## config.mk

```make
export PLATFORM = sky130hd
export DESIGN_NAME = keypad_login_password_lock_flat
export DESIGN_NICKNAME = d
export VERILOG_FILES = /design/src/design/kplock_pkg.sv /design/src/design/kplock_ifs.sv /design/src/design/kplock_core.sv /design/src/design/keypad_login_password_lock.sv /design/src/flat_wrapper.sv
export SDC_FILE = /design/constraint.sdc
export NUM_CORES = 1
export LEC_CHECK = 0
export ABC_CLOCK_PERIOD_IN_PS = 2450
export BUFFER_PORTS_ARGS = -buffer_cell sky130_fd_sc_hd__buf_2
export CORE_MARGIN = 10
export CORE_UTILIZATION = 40
export CTS_CLUSTER_SIZE = 12
export DETAILED_ROUTE_END_ITERATION = 7
export MAX_ROUTING_LAYER = met4
export PLACE_DENSITY = 0.58
export SLEW_MARGIN = 15
export SYNTH_ARGS = -nofsm -noshare
export SYNTH_HDL_FRONTEND = slang
export SYNTH_SLANG_ARGS = --single-unit
export TNS_END_PERCENT = 1
```

## constraint.sdc

```tcl
create_clock -name clk -period 2.45 [get_ports clk]
set_input_delay 0.1225 -clock clk [delete_from_list [all_inputs] [get_ports clk]]
set_output_delay 0.1225 -clock clk [all_outputs]
set_load 0.005 [all_outputs]
```

## src/design/kplock_pkg.sv

```systemverilog
// ----------------------------------------------------------------------------
// kplock_pkg
// shared types and constants of the keypad login and password lock
// ----------------------------------------------------------------------------
package kplock_pkg;

	localparam int KeyW        = 4;
	localparam int KeysPerCode = 3;
	localparam int CodeW       = KeyW * KeysPerCode;
	localparam int NumUsers    = 3;
	localparam int UserW       = 2;
	localparam int CountW      = 2;
	localparam int CfgIdxW     = 3;

	// result codes
	typedef enum logic [2:0] {
		ST_KEY       = 3'd0,
		ST_LOGIN_BAD = 3'd1,
		ST_LOGIN_OK  = 3'd2,
		ST_GRANTED   = 3'd3,
		ST_PASS_BAD  = 3'd4,
		ST_FIRE      = 3'd5
	} status_t;

	// event kinds
	typedef enum logic {
		OP_KEY  = 1'b0,
		OP_FIRE = 1'b1
	} op_t;

	// configuration register indexes
	typedef enum logic [CfgIdxW-1:0] {
		REG_U1_LOGIN  = 3'd0,
		REG_U1_SECRET = 3'd1,
		REG_U2_LOGIN  = 3'd2,
		REG_U2_SECRET = 3'd3,
		REG_U3_LOGIN  = 3'd4,
		REG_U3_SECRET = 3'd5
	} reg_idx_t;

	// entry phase, one-hot
	typedef enum logic [1:0] {
		PH_LOGIN = 2'b01,
		PH_PASS  = 2'b10
	} phase_t;

	typedef logic [KeyW-1:0]  key_t;
	typedef logic [CodeW-1:0] code_t;
	typedef logic [UserW-1:0] user_id_t;

	typedef struct packed {
		op_t  operation;
		key_t key_index;
	} req_t;

	typedef struct packed {
		status_t  status;
		user_id_t user_id;
		key_t     key_echo;
		logic     door_unlock;
		logic     alarm;
	} rsp_t;

	typedef struct packed {
		code_t login;
		code_t secret;
	} user_cred_t;

	typedef user_cred_t [NumUsers-1:0] creds_t;

	// register values after reset
	localparam code_t U1LoginRst  = 12'd891;
	localparam code_t U1SecretRst = 12'd18;
	localparam code_t U2LoginRst  = 12'd1983;
	localparam code_t U2SecretRst = 12'd292;
	localparam code_t U3LoginRst  = 12'd3068;
	localparam code_t U3SecretRst = 12'd581;

endpackage

```

## src/design/kplock_ifs.sv

```systemverilog
// ----------------------------------------------------------------------------
// kplock interfaces
// valid/ready request channel and configuration write channel
// ----------------------------------------------------------------------------
interface kplock_stream_if #(
	parameter type payload_t = logic
);
	logic     valid;
	logic     ready;
	payload_t data;

	modport source (output valid, output data, input ready);
	modport sink   (input valid, input data, output ready);
endinterface

interface kplock_cfg_if;
	logic                             valid;
	logic                             ready;
	logic [kplock_pkg::CfgIdxW-1:0]   reg_index;
	kplock_pkg::code_t                wdata;

	modport source (output valid, output reg_index, output wdata, input ready);
	modport sink   (input valid, input reg_index, input wdata, output ready);
endinterface

```

## src/design/kplock_core.sv

```systemverilog
// ----------------------------------------------------------------------------
// kplock_core
// entry state and the per-request step: key collection, login and
// password compares, result build
// ----------------------------------------------------------------------------
module kplock_core (
	input  logic               clk,
	input  logic               arst_n,
	input  logic               step,
	input  kplock_pkg::req_t   req,
	input  kplock_pkg::creds_t creds,
	output kplock_pkg::rsp_t   rsp
);

	kplock_pkg::phase_t            phase_q,   phase_d;
	logic [kplock_pkg::CountW-1:0] entry_count_q, entry_count_d;
	kplock_pkg::code_t             entered_q, entered_d;
	kplock_pkg::user_id_t          matched_q, matched_d;

	kplock_pkg::code_t             keys_nx;
	logic [kplock_pkg::CountW-1:0] count_nx;
	kplock_pkg::user_id_t          login_user;
	logic                          secret_ok;

	// parallel compares against all users, last match wins
	always_comb begin
		keys_nx    = {entered_q[kplock_pkg::CodeW-kplock_pkg::KeyW-1:0], req.key_index};
		count_nx   = entry_count_q + kplock_pkg::CountW'(1);
		login_user = '0;
		secret_ok  = 1'b0;
		for (int i = 0; i < kplock_pkg::NumUsers; i++) begin
			if (keys_nx == creds[i].login) begin
				login_user = kplock_pkg::UserW'(i + 1);
			end
			if (matched_q == kplock_pkg::UserW'(i + 1) && keys_nx == creds[i].secret) begin
				secret_ok = 1'b1;
			end
		end
	end

	always_comb begin
		phase_d       = phase_q;
		entry_count_d = entry_count_q;
		entered_d     = entered_q;
		matched_d     = matched_q;
		rsp.status      = kplock_pkg::ST_KEY;
		rsp.user_id     = '0;
		rsp.key_echo    = req.key_index;
		rsp.door_unlock = 1'b0;
		rsp.alarm       = 1'b0;
		if (req.operation == kplock_pkg::OP_FIRE) begin
			// entry state untouched
			rsp.status      = kplock_pkg::ST_FIRE;
			rsp.key_echo    = '0;
			rsp.door_unlock = 1'b1;
			rsp.alarm       = 1'b1;
		end else if (count_nx != kplock_pkg::CountW'(kplock_pkg::KeysPerCode)) begin
			entered_d     = keys_nx;
			entry_count_d = count_nx;
			rsp.user_id   = (phase_q == kplock_pkg::PH_PASS) ? matched_q : '0;
		end else begin
			entered_d     = '0;
			entry_count_d = '0;
			case (phase_q)
				kplock_pkg::PH_LOGIN: begin
					if (login_user == '0) begin
						rsp.status = kplock_pkg::ST_LOGIN_BAD;
					end else begin
						rsp.status  = kplock_pkg::ST_LOGIN_OK;
						rsp.user_id = login_user;
						matched_d   = login_user;
						phase_d     = kplock_pkg::PH_PASS;
					end
				end
				kplock_pkg::PH_PASS: begin
					rsp.user_id = matched_q;
					if (secret_ok) begin
						rsp.status      = kplock_pkg::ST_GRANTED;
						rsp.door_unlock = 1'b1;
					end else begin
						rsp.status = kplock_pkg::ST_PASS_BAD;
					end
					matched_d = '0;
					phase_d   = kplock_pkg::PH_LOGIN;
				end
				default: begin
					matched_d = '0;
					phase_d   = kplock_pkg::PH_LOGIN;
				end
			endcase
		end
	end

	always_ff @(posedge clk or negedge arst_n) begin
		if (!arst_n) begin
			phase_q       <= kplock_pkg::PH_LOGIN;
			entry_count_q <= '0;
			entered_q     <= '0;
			matched_q     <= '0;
		end else if (step) begin
			phase_q       <= phase_d;
			entry_count_q <= entry_count_d;
			entered_q     <= entered_d;
			matched_q     <= matched_d;
		end
	end

	a_login_no_user: assert property (@(posedge clk) disable iff (!arst_n)
		phase_q == kplock_pkg::PH_LOGIN |-> matched_q == '0)
		else $error("user held during login phase");

	a_pass_has_user: assert property (@(posedge clk) disable iff (!arst_n)
		phase_q == kplock_pkg::PH_PASS |-> matched_q != '0)
		else $error("password phase without a user");

	a_count_short: assert property (@(posedge clk) disable iff (!arst_n)
		entry_count_q != kplock_pkg::CountW'(kplock_pkg::KeysPerCode))
		else $error("full code left in the entry buffer");

	a_fire_keeps_entry: assert property (@(posedge clk) disable iff (!arst_n)
		step && req.operation == kplock_pkg::OP_FIRE |=>
		$stable(phase_q) && $stable(entry_count_q) && $stable(entered_q) && $stable(matched_q))
		else $error("fire event changed the entry state");

	a_unlock_cause: assert property (@(posedge clk) disable iff (!arst_n)
		step && rsp.door_unlock |->
		rsp.status == kplock_pkg::ST_GRANTED || rsp.status == kplock_pkg::ST_FIRE)
		else $error("door released without grant or fire");

endmodule

```

## src/design/keypad_login_password_lock.sv

```systemverilog
// ----------------------------------------------------------------------------
// keypad_login_password_lock
// an accepted request waits in the input register until the result register is
// free or being emptied, then moves into it
// throughput: one request per cycle while results are taken, set by the input
// and result registers; the single-pass compare step never stalls on its own
// reset: arst_n clears the channels and the entry state, users get default codes
// ----------------------------------------------------------------------------
module keypad_login_password_lock (
	input  logic              clk,
	input  logic              arst_n,
	kplock_stream_if.sink     keys,
	kplock_stream_if.source   result,
	kplock_cfg_if.sink        cfg
);

	// input register stage
	logic              in_valid_s1;
	kplock_pkg::req_t  in_req_s1;

	// result register stage
	logic              out_valid_s2;
	kplock_pkg::rsp_t  out_rsp_s2;

	// user login and secret registers
	kplock_pkg::creds_t creds_q;

	kplock_pkg::rsp_t  step_rsp;
	logic              advance;

	// the held request moves on when the result register is free or being emptied
	assign advance    = in_valid_s1 && (!out_valid_s2 || result.ready);

	// take a new request when the input register is empty or empties in the same cycle
	assign keys.ready = !in_valid_s1 || advance;

	assign result.valid = out_valid_s2;
	assign result.data  = out_rsp_s2;

	// writes land straight in the registers, so the port never stalls
	assign cfg.ready = 1'b1;

	always_ff @(posedge clk or negedge arst_n) begin
		if (!arst_n) begin
			in_valid_s1 <= 1'b0;
		end else if (keys.valid && keys.ready) begin
			in_valid_s1 <= 1'b1;
		end else if (advance) begin
			in_valid_s1 <= 1'b0;
		end
	end

	always_ff @(posedge clk) begin
		if (keys.valid && keys.ready) begin
			in_req_s1 <= keys.data;
		end
	end

	always_ff @(posedge clk or negedge arst_n) begin
		if (!arst_n) begin
			out_valid_s2 <= 1'b0;
		end else if (advance) begin
			out_valid_s2 <= 1'b1;
		end else if (result.ready) begin
			out_valid_s2 <= 1'b0;
		end
	end

	always_ff @(posedge clk) begin
		if (advance) begin
			out_rsp_s2 <= step_rsp;
		end
	end

	// configuration registers, indexes past the list are dropped
	always_ff @(posedge clk or negedge arst_n) begin
		if (!arst_n) begin
			creds_q[0].login  <= kplock_pkg::U1LoginRst;
			creds_q[0].secret <= kplock_pkg::U1SecretRst;
			creds_q[1].login  <= kplock_pkg::U2LoginRst;
			creds_q[1].secret <= kplock_pkg::U2SecretRst;
			creds_q[2].login  <= kplock_pkg::U3LoginRst;
			creds_q[2].secret <= kplock_pkg::U3SecretRst;
		end else if (cfg.valid && cfg.ready) begin
			case (kplock_pkg::reg_idx_t'(cfg.reg_index))
				kplock_pkg::REG_U1_LOGIN:  creds_q[0].login  <= cfg.wdata;
				kplock_pkg::REG_U1_SECRET: creds_q[0].secret <= cfg.wdata;
				kplock_pkg::REG_U2_LOGIN:  creds_q[1].login  <= cfg.wdata;
				kplock_pkg::REG_U2_SECRET: creds_q[1].secret <= cfg.wdata;
				kplock_pkg::REG_U3_LOGIN:  creds_q[2].login  <= cfg.wdata;
				kplock_pkg::REG_U3_SECRET: creds_q[2].secret <= cfg.wdata;
				default: begin
				end
			endcase
		end
	end

	// entry state updates on the same edge the result is captured
	kplock_core u_core (
		.clk    (clk),
		.arst_n (arst_n),
		.step   (advance),
		.req    (in_req_s1),
		.creds  (creds_q),
		.rsp    (step_rsp)
	);

	a_stage_moves: assert property (@(posedge clk) disable iff (!arst_n)
		advance |=> out_valid_s2)
		else $error("request stepped but no result captured");

	a_no_overwrite: assert property (@(posedge clk) disable iff (!arst_n)
		out_valid_s2 && !result.ready |-> !advance)
		else $error("pending result overwritten");

	a_no_drop: assert property (@(posedge clk) disable iff (!arst_n)
		in_valid_s1 && !advance |-> !keys.ready)
		else $error("held request could be replaced");

endmodule

```

## src/flat_wrapper.sv

```systemverilog
// flat-port wrapper written by rule: the top's interface ports become plain ports
module keypad_login_password_lock_flat 
  (clk, arst_n, keys_valid, keys_data, keys_ready, result_valid, result_data, result_ready, cfg_valid, cfg_reg_index, cfg_wdata, cfg_ready);
  kplock_stream_if #(.payload_t(kplock_pkg::req_t)) keys_i ();
  kplock_stream_if #(.payload_t(kplock_pkg::rsp_t)) result_i ();
  kplock_cfg_if cfg_i ();
  input  logic clk;
  input  logic arst_n;
  input wire logic [$bits(keys_i.valid)-1:0] keys_valid;
  input wire logic [$bits(keys_i.data)-1:0] keys_data;
  output wire logic [$bits(keys_i.ready)-1:0] keys_ready;
  output wire logic [$bits(result_i.valid)-1:0] result_valid;
  output wire logic [$bits(result_i.data)-1:0] result_data;
  input wire logic [$bits(result_i.ready)-1:0] result_ready;
  input wire logic [$bits(cfg_i.valid)-1:0] cfg_valid;
  input wire logic [$bits(cfg_i.reg_index)-1:0] cfg_reg_index;
  input wire logic [$bits(cfg_i.wdata)-1:0] cfg_wdata;
  output wire logic [$bits(cfg_i.ready)-1:0] cfg_ready;
  assign keys_i.valid = keys_valid;
  assign keys_i.data = keys_data;
  assign keys_ready = keys_i.ready;
  assign result_valid = result_i.valid;
  assign result_data = result_i.data;
  assign result_i.ready = result_ready;
  assign cfg_i.valid = cfg_valid;
  assign cfg_i.reg_index = cfg_reg_index;
  assign cfg_i.wdata = cfg_wdata;
  assign cfg_ready = cfg_i.ready;
  keypad_login_password_lock u_core (.clk(clk), .arst_n(arst_n), .keys(keys_i), .result(result_i), .cfg(cfg_i));
endmodule
```

==> reports/metrics.yaml <==
initial_core_util_pct: 41.1
placementRows: 40
worstPathRequired_ps: 2600
cts_max_level: 3
clkTransAtPathRegs_ps: 70
final.period_utilization_pct: 92.8
endpoint_kind: "flop"
hp-class: "input port to flop"
grt_pass1_wl_um: 18300
grtUsageTotal_pct: 13.8
nets: 453
gp_congestion: 0.846
p_leak_nw: 2.40
grtUsageMet2_pct: 21.6
setup_viol: 0
grt_pass1_vias: 3221
dp_hpwl_um: 8270
design_area_um2: 5780
timing.fmax_mhz: 440
syn_area_um2: 4980
netlist_instances: 379
ys.flop_type: "dfrtp_1"
io_buffers: 37
ant_nets: 0
status: "completed"
vias_per_cell: 4.98
grt_util_met3_pct: 3.66
die_area_um2: 17300
grt_max_degree: 49
synth_fp_nets: 406
p_per_area_nw_per_um2: 954
grt_busiest_layer: "met2"
syn_to_final_growth_pct: 15.9
use_met1_pct: 17.3
setup_ws_ps: 177
synth_area_leaders: "dfrtp_1 26%, dfstp_2 20%, mux2_2 16%, edfxtp_1 9.6%, xor2_1 9.1%"
arrival_ps: 2430
fin_skew_ps: 5.14
worstSetupPathType: "flop to flop"
placed_area_um2: 5340
final_hold_viol_count: 0
seq_power_share_pct: 47.2
cts_root_buf: "clkbuf_16"
fin_util_pct: 47.7
wl_per_cell_um: 18.8
rsz0062_at_grt: "no"
clock_latency_ps: 350
fin_hold_ws_ps: 59.1
antenna_found_initial: 0
min_period_ps: 2270
synthArstFlopShare_pct: 84.6
synthDistinctLibCells: 44
power_switching_mw: 1.65
core_um2: 12100
cap_violations: 0
tns_ps: 0
vias: 2982
final_layout_size_suffix_gt1_share_pct: 43.2
sw_frac_of_total_pct: 29.9
boundaryPins: 39
wl_um: 11300
clockBufferDepth: 2
ys_seq_area_share_pct: 54.8
internal_power_mw: 3.86
yosysWarnings: 0
combPwrFrac_pct: 23.1
diodes: 0
slew_violations: 0
dr.pass1.iters: 4
synth.avg_cell_area_um2: 13.1
cts_tree: "done"
layout_commonest_cell: "mux2_2"
relSlewSlack_pct: 57.7
tightest_slew_ps: 634
critPathMaxFanout: 8
cts_buffers: 9
synth_edf_count: 16
clkPwrFrac_pct: 29.7
startpoint_type: "flop"
hold-path-cell-count: 3
hold_path.startpoint: "result_ready"
overflow: 0
rrSetupSlack_ps: 180
layout_common_cells: "72 x mux2_2, 52 x xor2_1, 50 x dfrtp_1"
die_h_um: 132
post-place-ws_ps: 109
synth_area_leader_cell: "dfrtp_1"
drcViolationCount: 0
r2r-end: "u_core.result.data[9]"
yosys.area.top_type_share_pct: 25.6
ir_worst_vdd_mv: 0.428
hold_path_end: "u_core.result.valid"
die_w_um: 132
rr_startpoint: "u_core.in_req_s1[3]"
cts.sinks: 104
drtIter0Drc: 153
yosys_register_bits: 104
r2r_cells: 6
-- area by class of cell --
cell class	instances	area, um2
clock inverter	7	120
tap	168	210
multi-input combinational	249	2100
timing repair buffer	58	375
fill	1093	6330
clock buffer	9	225
inverter	4	15.0
sequential	104	2730
-- critical path, cell delays in order, from the launching register on --
cell and delay (ps):
edfxtp_1 610, xnor2_1 240, nand3_1 130, or4_1 560
o311ai_2 130, nand2_2 110, a2111oi_2 300
-- worst max path at each step --
| stage | slack, ps | from | end | cells past startpoint |
|---|---|---|---|---|
| 2_1_floorplan | 530 | u_core.in_req_s1[1] | u_core.result.data[9] | 7 |
| 3_3_place_gp | 140 | u_core.in_req_s1[1] | u_core.result.data[6] | 6 |
| 3_5_place_dp | 110 | u_core.in_req_s1[3] | u_core.result.data[6] | 6 |
| 4_1_cts | 90 | u_core.in_req_s1[3] | u_core.result.data[6] | 6 |
| 5_1_grt | 0.9 | u_core.u_core.entered_q[1] | u_core.result.data[6] | 7 |
| 6_report | 180 | u_core.in_req_s1[3] | u_core.result.data[9] | 6 |
-- cell families after synthesis --
kind of cell	Yosys count	synth area share [%]
buffers and inverters	26	3.72
multiplexers	72	16.3
AND/OR/NAND/NOR	77	8.36
other	1	0.0752
adder cells (fa/ha/maj)	2	0.502
XOR/XNOR	72	12.7
flip-flops	104	54.8
AO/OA/AOI/OAI	25	3.67
-- repair_timing --
item                       in CTS  in global routing
buffers inserted                0                  1
setup endpoints to repair       0                  2
hold buffers                    7                  0
hold endpoints to repair       34                  0
gates resized for setup         0                  3
-- synth_stat cells (5+ instances only) --
cell type / number
buf_6: 10
clkbuf_1: 6
dfrtp_1: 51
dfstp_2: 37
edfxtp_1: 16
mux2_2: 72
nand2_1: 25
nand2b_1: 6
nand3_1: 6
nand4_1: 5
nor2b_1: 5
nor4_1: 12
o21ai_0: 12
xnor2_1: 20
xor2_1: 52
-- per-layer routing --
metal,vias to the layer above,share of wire (%)
li1,1415,-
met1,1504,46
met2,55,49
met3,8,4.0
met4,0,0.97
met5,-,0
-- sequential cells by signal, indices dropped and copies added, names as in the netlist, 2 cells and up --
register	flops
u_core.creds_q	72
u_core.in_req_s1	5
u_core.result.data	11
u_core.u_core.entered_q	8
u_core.u_core.entry_count_q	2
u_core.u_core.matched_q	2
u_core.u_core.phase_q	2
-- power by group through the flow --
stage,clock (mW),combinational (mW),sequential [mW]
floorplan,0,1.07,2.44
global placement,0,1.25,2.63
detailed placement,0,1.26,2.64
CTS,1.67,1.28,2.61
global route,1.74,1.42,2.66
finish,1.64,1.28,2.60
-- metrics by stage --
step | total power, mW | std cells
after floorplan | 3.51 | 379
after global placement | 3.88 | 575
after detailed placement | 3.90 | 575
after CTS | 5.56 | 598
after global routing | 5.82 | 599
final | 5.51 | 599
(Power assumes the default switching activity.)
